File: src/hw/rtl/mhpq_pkg.sv
// Shared types and codes for the max-heap priority queue.
// No dependencies; imported by mhpq_ctrl and max_heap_priority_queue.
`default_nettype none

package mhpq_pkg;

	// command codes
	localparam logic KIND_PUSH = 1'b0;
	localparam logic KIND_POP  = 1'b1;

	// result status codes
	localparam logic [1:0] STATUS_OK    = 2'd0;
	localparam logic [1:0] STATUS_FULL  = 2'd1;
	localparam logic [1:0] STATUS_EMPTY = 2'd2;

	typedef struct packed {
		logic        kind;
		logic [31:0] key;
	} in_word_t;

	typedef struct packed {
		logic [31:0] popped_key;
		logic [1:0]  status;
		logic [10:0] count_after;
	} out_word_t;

	typedef struct packed {
		logic      done;
		out_word_t word;
	} ctrl_res_t;

	typedef enum logic [2:0] {
		S_IDLE,
		S_POP_FETCH,
		S_DN_READ,
		S_DN_EVAL,
		S_UP_READ,
		S_UP_EVAL
	} state_t;

endpackage

`default_nettype wire

File: src/hw/rtl/mhpq_ctrl.sv
// Heap sequencer: push/pop control, sift-up and sift-down over the key RAM.
// Depends on mhpq_pkg; drives the ports of one mhpq_ram instance.
`default_nettype none

module mhpq_ctrl
	import mhpq_pkg::*;
#(
	parameter int CAPACITY  = 1024,
	parameter int KEY_WIDTH = 32
) (
	input  wire logic                        clk,
	input  wire logic                        arst_n,
	input  wire logic                        start,
	input  wire in_word_t                    cmd,
	input  wire logic                        key_signed,
	output      logic                        busy,
	output      ctrl_res_t                   res,
	output      logic                        ram_we,
	output      logic [$clog2(CAPACITY)-1:0] ram_waddr,
	output      logic [KEY_WIDTH-1:0]        ram_wdata,
	output      logic [$clog2(CAPACITY)-1:0] ram_raddr_a,
	output      logic [$clog2(CAPACITY)-1:0] ram_raddr_b,
	input  wire logic [KEY_WIDTH-1:0]        ram_rdata_a,
	input  wire logic [KEY_WIDTH-1:0]        ram_rdata_b
);

	localparam int AW = $clog2(CAPACITY);
	localparam int CW = $clog2(CAPACITY + 1);
	localparam int XW = AW + 2;

	state_t               state_q, state_d;
	logic [CW-1:0]        count_q, count_d;
	logic [AW-1:0]        pos_q, pos_d;
	logic [KEY_WIDTH-1:0] key_q, key_d;
	logic [KEY_WIDTH-1:0] popped_q, popped_d;

	logic [KEY_WIDTH+31:0] key_ext;
	logic [KEY_WIDTH-1:0]  key_in;
	logic [KEY_WIDTH+31:0] popped_ext;
	logic [CW+10:0]        count_ext;
	logic [XW-1:0]         cnt_x, lc_x, rc_x, pick_x;
	logic [AW-1:0]         pos_m1, up_pos;
	logic                  take_r, full;
	logic [KEY_WIDTH-1:0]  pick_d;
	logic [1:0]            status;
	logic                  done_d;

	// a ranks at or below b; signed compare by flipping the sign bit
	function automatic logic key_le(input logic [KEY_WIDTH-1:0] a,
			input logic [KEY_WIDTH-1:0] b, input logic sgn);
		logic [KEY_WIDTH-1:0] m;
		m = '0;
		m[KEY_WIDTH-1] = sgn;
		return (a ^ m) <= (b ^ m);
	endfunction

	assign key_ext = {{KEY_WIDTH{1'b0}}, cmd.key};
	assign key_in  = key_ext[KEY_WIDTH-1:0];
	assign full    = (count_q == CW'(CAPACITY));

	assign cnt_x  = {{(XW-CW){1'b0}}, count_q};
	assign lc_x   = {1'b0, pos_q, 1'b1};
	assign rc_x   = {1'b0, pos_q, 1'b0} + XW'(2);
	assign pos_m1 = pos_q - AW'(1);
	assign up_pos = pos_m1 >> 1;

	// right child wins ties; left only if strictly larger
	assign take_r = (rc_x < cnt_x) && key_le(ram_rdata_a, ram_rdata_b, key_signed);
	assign pick_x = take_r ? rc_x : lc_x;
	assign pick_d = take_r ? ram_rdata_b : ram_rdata_a;

	assign busy = (state_q != S_IDLE);

	always_ff @(posedge clk or negedge arst_n) begin
		if (!arst_n) begin
			state_q <= S_IDLE;
			count_q <= '0;
		end else begin
			state_q <= state_d;
			count_q <= count_d;
		end
	end

	always_ff @(posedge clk) begin
		pos_q    <= pos_d;
		key_q    <= key_d;
		popped_q <= popped_d;
	end

	always_comb begin
		state_d     = state_q;
		count_d     = count_q;
		pos_d       = pos_q;
		key_d       = key_q;
		popped_d    = popped_q;
		ram_we      = 1'b0;
		ram_waddr   = pos_q;
		ram_wdata   = key_q;
		ram_raddr_a = '0;
		ram_raddr_b = '0;
		done_d      = 1'b0;
		status      = STATUS_OK;
		unique case (state_q)
			S_IDLE: begin
				if (start) begin
					if (cmd.kind == KIND_PUSH) begin
						if (full) begin
							done_d = 1'b1;
							status = STATUS_FULL;
						end else begin
							count_d  = count_q + CW'(1);
							pos_d    = count_q[AW-1:0];
							key_d    = key_in;
							popped_d = '0;
							state_d  = S_UP_READ;
						end
					end else begin
						if (count_q == '0) begin
							done_d = 1'b1;
							status = STATUS_EMPTY;
						end else begin
							// fetch root and last word together
							ram_raddr_b = count_q[AW-1:0] - AW'(1);
							count_d     = count_q - CW'(1);
							state_d     = S_POP_FETCH;
						end
					end
				end
			end
			S_POP_FETCH: begin
				popped_d = ram_rdata_a;
				key_d    = ram_rdata_b;
				pos_d    = '0;
				if (count_q == '0) begin
					done_d  = 1'b1;
					state_d = S_IDLE;
				end else begin
					state_d = S_DN_READ;
				end
			end
			S_DN_READ: begin
				if (lc_x >= cnt_x) begin
					ram_we  = 1'b1;
					done_d  = 1'b1;
					state_d = S_IDLE;
				end else begin
					ram_raddr_a = lc_x[AW-1:0];
					ram_raddr_b = rc_x[AW-1:0];
					state_d     = S_DN_EVAL;
				end
			end
			S_DN_EVAL: begin
				ram_we = 1'b1;
				if (key_le(key_q, pick_d, key_signed)) begin
					ram_wdata = pick_d;
					pos_d     = pick_x[AW-1:0];
					state_d   = S_DN_READ;
				end else begin
					done_d  = 1'b1;
					state_d = S_IDLE;
				end
			end
			S_UP_READ: begin
				if (pos_q == '0) begin
					ram_we  = 1'b1;
					done_d  = 1'b1;
					state_d = S_IDLE;
				end else begin
					ram_raddr_a = up_pos;
					state_d     = S_UP_EVAL;
				end
			end
			S_UP_EVAL: begin
				ram_we = 1'b1;
				if (key_le(ram_rdata_a, key_q, key_signed)) begin
					ram_wdata = ram_rdata_a;
					pos_d     = up_pos;
					state_d   = S_UP_READ;
				end else begin
					done_d  = 1'b1;
					state_d = S_IDLE;
				end
			end
			default: begin
				state_d = S_IDLE;
			end
		endcase
	end

	assign popped_ext = {32'd0, popped_d};
	assign count_ext  = {11'd0, count_d};

	always_comb begin
		res.done             = done_d;
		res.word.popped_key  = (status == STATUS_OK) ? popped_ext[31:0] : 32'd0;
		res.word.status      = status;
		res.word.count_after = count_ext[10:0];
	end

`ifndef SYNTHESIS
	a_count_bound: assert property (@(posedge clk) disable iff (!arst_n)
		count_q <= CW'(CAPACITY))
		else $error("heap count beyond capacity");

	a_write_in_heap: assert property (@(posedge clk) disable iff (!arst_n)
		ram_we |-> ({{(XW-AW){1'b0}}, ram_waddr} < cnt_x))
		else $error("write outside occupied slots");

	a_hole_valid: assert property (@(posedge clk) disable iff (!arst_n)
		(state_q == S_DN_EVAL) |-> ({2'b00, pos_q} < cnt_x))
		else $error("sift-down hole outside heap");

	a_done_to_idle: assert property (@(posedge clk) disable iff (!arst_n)
		res.done |=> (state_q == S_IDLE))
		else $error("result word without return to idle");
`endif

endmodule

`default_nettype wire
File: config.mk
export PLATFORM = sky130hd
export DESIGN_NAME = mhpq_ctrl
export DESIGN_NICKNAME = d
export VERILOG_FILES = /design/src/hw/rtl/mhpq_pkg.sv /design/src/hw/rtl/mhpq_ctrl.sv
export SDC_FILE = /design/constraint.sdc
export NUM_CORES = 1
export LEC_CHECK = 0
export ABC_AREA = 1
export BUFFER_PORTS_ARGS = -buffer_cell sky130_fd_sc_hd__buf_2
export CAP_MARGIN = 20
export CORE_MARGIN = 8
export CORE_UTILIZATION = 54
export CTS_CLUSTER_SIZE = 16
export DETAILED_ROUTE_END_ITERATION = 10
export PLACE_DENSITY = 0.83
export SLEW_MARGIN = 20
export SYNTH_ARGS = -nofsm -noshare
export SYNTH_HDL_FRONTEND = slang
export SYNTH_SLANG_ARGS = --single-unit
File: constraint.sdc
create_clock -name clk -period 11.3 [get_ports clk]
set_input_delay 1.13 -clock clk [delete_from_list [all_inputs] [get_ports clk]]
set_output_delay 1.13 -clock clk [all_outputs]
set_load 0.05 [all_outputs]
==> key figures <==
Global routing
  – GR met3 Demand/Resource: 0.0669
  – First-pass GRT wire length: 47300 um
  – Gr ovfl total: 0
  – Busiest grt layer: met2
  – Largest net degree at the start of global routing: 66
  – Number of global-route vias before repair: ~9600
  – GRT Resource Usage Total: 0.269
  – Initial antenna violation count: 0
  – Met1 GRT Util: 0.322
  – Met2 usage: 0.460

Worst setup path
  – WP data arrival: a little under 7000 ps
  – Worst Reg2Reg Path Length in Cells: 25
  – Critical Path Stages: 25
  – CP Max Fanout: 42
  – Slowest CP cell: nand2_2
  – Most frequent CP cell: nand2_1
  – Max incr delay on CP: 800 ps
  – Bufs and invs on worst path: 4
  – Worst setup path class: in -> out
  – Worst Setup Start Kind: primary input
  – WP data required: slightly above 10000 ps
  – CP delay by family, top: simple AND/OR/NAND/NOR gates
  – Crit. End Element: primary output

Synthesis
  – Gate Count Post-Synth: between 1000 and 1500
  – Syn_area_per_cell: 6.79 um2
  – Synth cell types: 52
  – Synthesized Nets: 1559
  – YS warnings: 0
  – Post-Syn Area: 9090 um2
  – Largest cells by area after synthesis: ha_1, edfxtp_1, nand2_1
  – Synth async-reset ratio: 0.159
  – Ys flop type: edfxtp_1
  – EDFF count, synth: 42
  – FF+latch count, synth: between 80 and 90
  – Cell type with the largest total area after synthesis: ha_1
  – Sequential area share after synthesis: 0.248
  – Yosys top cell area share: 0.164

Clocking
  – Root Driver: clkbuf_16
  – H-tree Lvls: 3
  – Clock input transition at the sequential cells of the worst setup and hold paths: approximately 70 ps
  – Clock latency on the worst-skew pair: between 300 and 400 ps
  – Total CTS buffers: 9
  – CTS tree: yes
  – Post-CTS sizing: 0
  – Worst-case clock buffer depth: 2
  – CTS Hold Bufs: 0
  – Setup bufs post-CTS: 0
  – Clk sinks: 88

Die
  – Row cnt: 47
  – Die width: 146 um
  – Core Area: ~17000 um2
  – Die area: 21200 um2
  – Die Y: 146 um
  – Initial Util: 0.550
  – Io pins: 211

Status
  – Status: finished, final reports clean

Run
  – Max Cap Viol: 0

Cells and area
  – ANT cells: 0
  – Area grow syn2layout: 15.4%
  – Fill count: 1491
  – Multi-input gate area: 5810 um2
  – Final cell count without fillers: 1740
  – Register area: 2250 um2
  – Share of cells above drive strength 1: 0.187
  – Nets: 1735

Hold path
  – Worst hold path class: reg -> reg
  – Worst hold path depth: 2

Detailed routing
  – WL final: 29400 um
  – Remaining DRCs: 0
  – 1st-pass router iterations: 6
  – Iteration-0 DRC Markers: slightly below 1000
  – Via count of the routed design: 9880
  – Via/cell ratio: 5.68
  – Remaining antenna violation count: 0
  – Per-cell routed wire length: 16.9 um

Place
  – Cell Count Post-Placement: between 1500 and 2000
  – DP Wirelength: 22300 um
  – Gpl congestion: 0.992
  – IO buf count: 210

STA
  – # setup viols final: 0
  – Clk_skew: between 10 and 15 ps
  – Final Cycle Share: 0.709
  – Final min period: 8010 ps
  – RSZ-0062 raised after global routing: false
  – Setup TNS: 0 ps
  – Slew Limit Fails: 0
  – Max Clk Rate: between 100 and 150 MHz
  – Fin. Hold Viols: 0
  – Headroom to the max-slew limit: 0.277
  – Worst slew pin tran: 1080 ps
## sequential cells by signal, summed over array words and instances, names as in the netlist
| register | flops |
|---|---|
| ram_waddr | 10 |
| state_q | 3 |
| popped_q | 32 |
| key_q | 32 |
| count_q | 11 |
## Yosys cell counts (all sizes together), types with 2 or more instances
cell	n
nand2	290
inv	204
nand3	152
nor2	131
ha	119
a21oi	97
o21ai	66
edfxtp	42
buf	35
a22oi	32
dfxtp	32
xor2	20
clkbuf	16
nor3	16
dfrtp	14
nand4	13
o22ai	10
nor4	8
o21a	8
or2	8
o211ai	4
o221ai	3
o311ai	3
xnor2	3
a211oi	2
clkinv	2
## final timing paths
| kind | from | endpoint | slack [ps] |
|---|---|---|---|
| max | ram_rdata_b[27] | ram_wdata[31] | 3290 |
| min | popped_q[0]$_DFF_P_ | popped_q[0]$_DFF_P_ | 450 |
| max reg2reg | ram_waddr[0]$_DFFE_PP_ | ram_waddr[7]$_DFFE_PP_ | 4680 |
| min reg2reg | popped_q[0]$_DFF_P_ | popped_q[0]$_DFF_P_ | 450 |
| max in group asynchronous | arst_n | state_q[2]$_DFFE_PN0P_ | 10380 |
| min in group asynchronous | arst_n | count_q[2]$_DFF_PN0_ | 660 |
## kinds of logic after synthesis
group                      after synthesis  synth area share
DFF                                     88             0.248
xor gates and xnor gates                23            0.0222
AOI/OAI and AO/OA                      231             0.154
buffers and inverters                  257             0.117
adders and majority gates              119             0.164
and+or+nand+nor                        621             0.296
## per-stage QoR
stage	cell area [um2]	worst slack, ps	hold WS [ps]	util
after detailed placement	10200	3430	438	0.618
final	10500	3290	454	0.635
after CTS	10500	3390	455	0.635
after global routing	10500	2730	481	0.635
after global placement	10200	3500	434	0.618
after floorplan	9090	5440	426	-
## placed cells by master (no fill, tap or decap), drive strengths merged, types with 20 or more instances in the layout
master | netlist | layout
a21oi | 97 | 97
a22oi | 32 | 32
buf | 35 | 216
dfxtp | 32 | 32
edfxtp | 42 | 42
ha | 119 | 119
inv | 204 | 207
nand2 | 290 | 290
nand3 | 152 | 152
nor2 | 131 | 131
o21ai | 66 | 66
xor2 | 20 | 20
## routing by layer
layer	vias to the layer above	share of wire
met5	-	0
met4	0	0.027
met3	77	0.095
met2	546	0.47
met1	4436	0.40
li1	4821	-
## area by class of cell
class,instances,share of cell area
Clock buffer,11,0.0241
Clock inverter,5,0.00358
Inverter,206,0.0737
Multi-Input combinational cell,994,0.553
Sequential cell,88,0.215
Tap cell,220,0.0262
Timing Repair Buffer,216,0.104
## worst register-to-register path: cells and delay by family, from the launching register on
family / cells / cell delay, ps
compound gates: 2 / 400
xor+xnor: 1 / 320
fa+ha+maj: 2 / 560
buf+inv: 2 / 280
flops: 1 / 470
simple gates: 18 / 4230
Power is left out: the tool's default activity adds up to more than one toggle a clock period on the data nets, which glitch-free logic cannot reach.
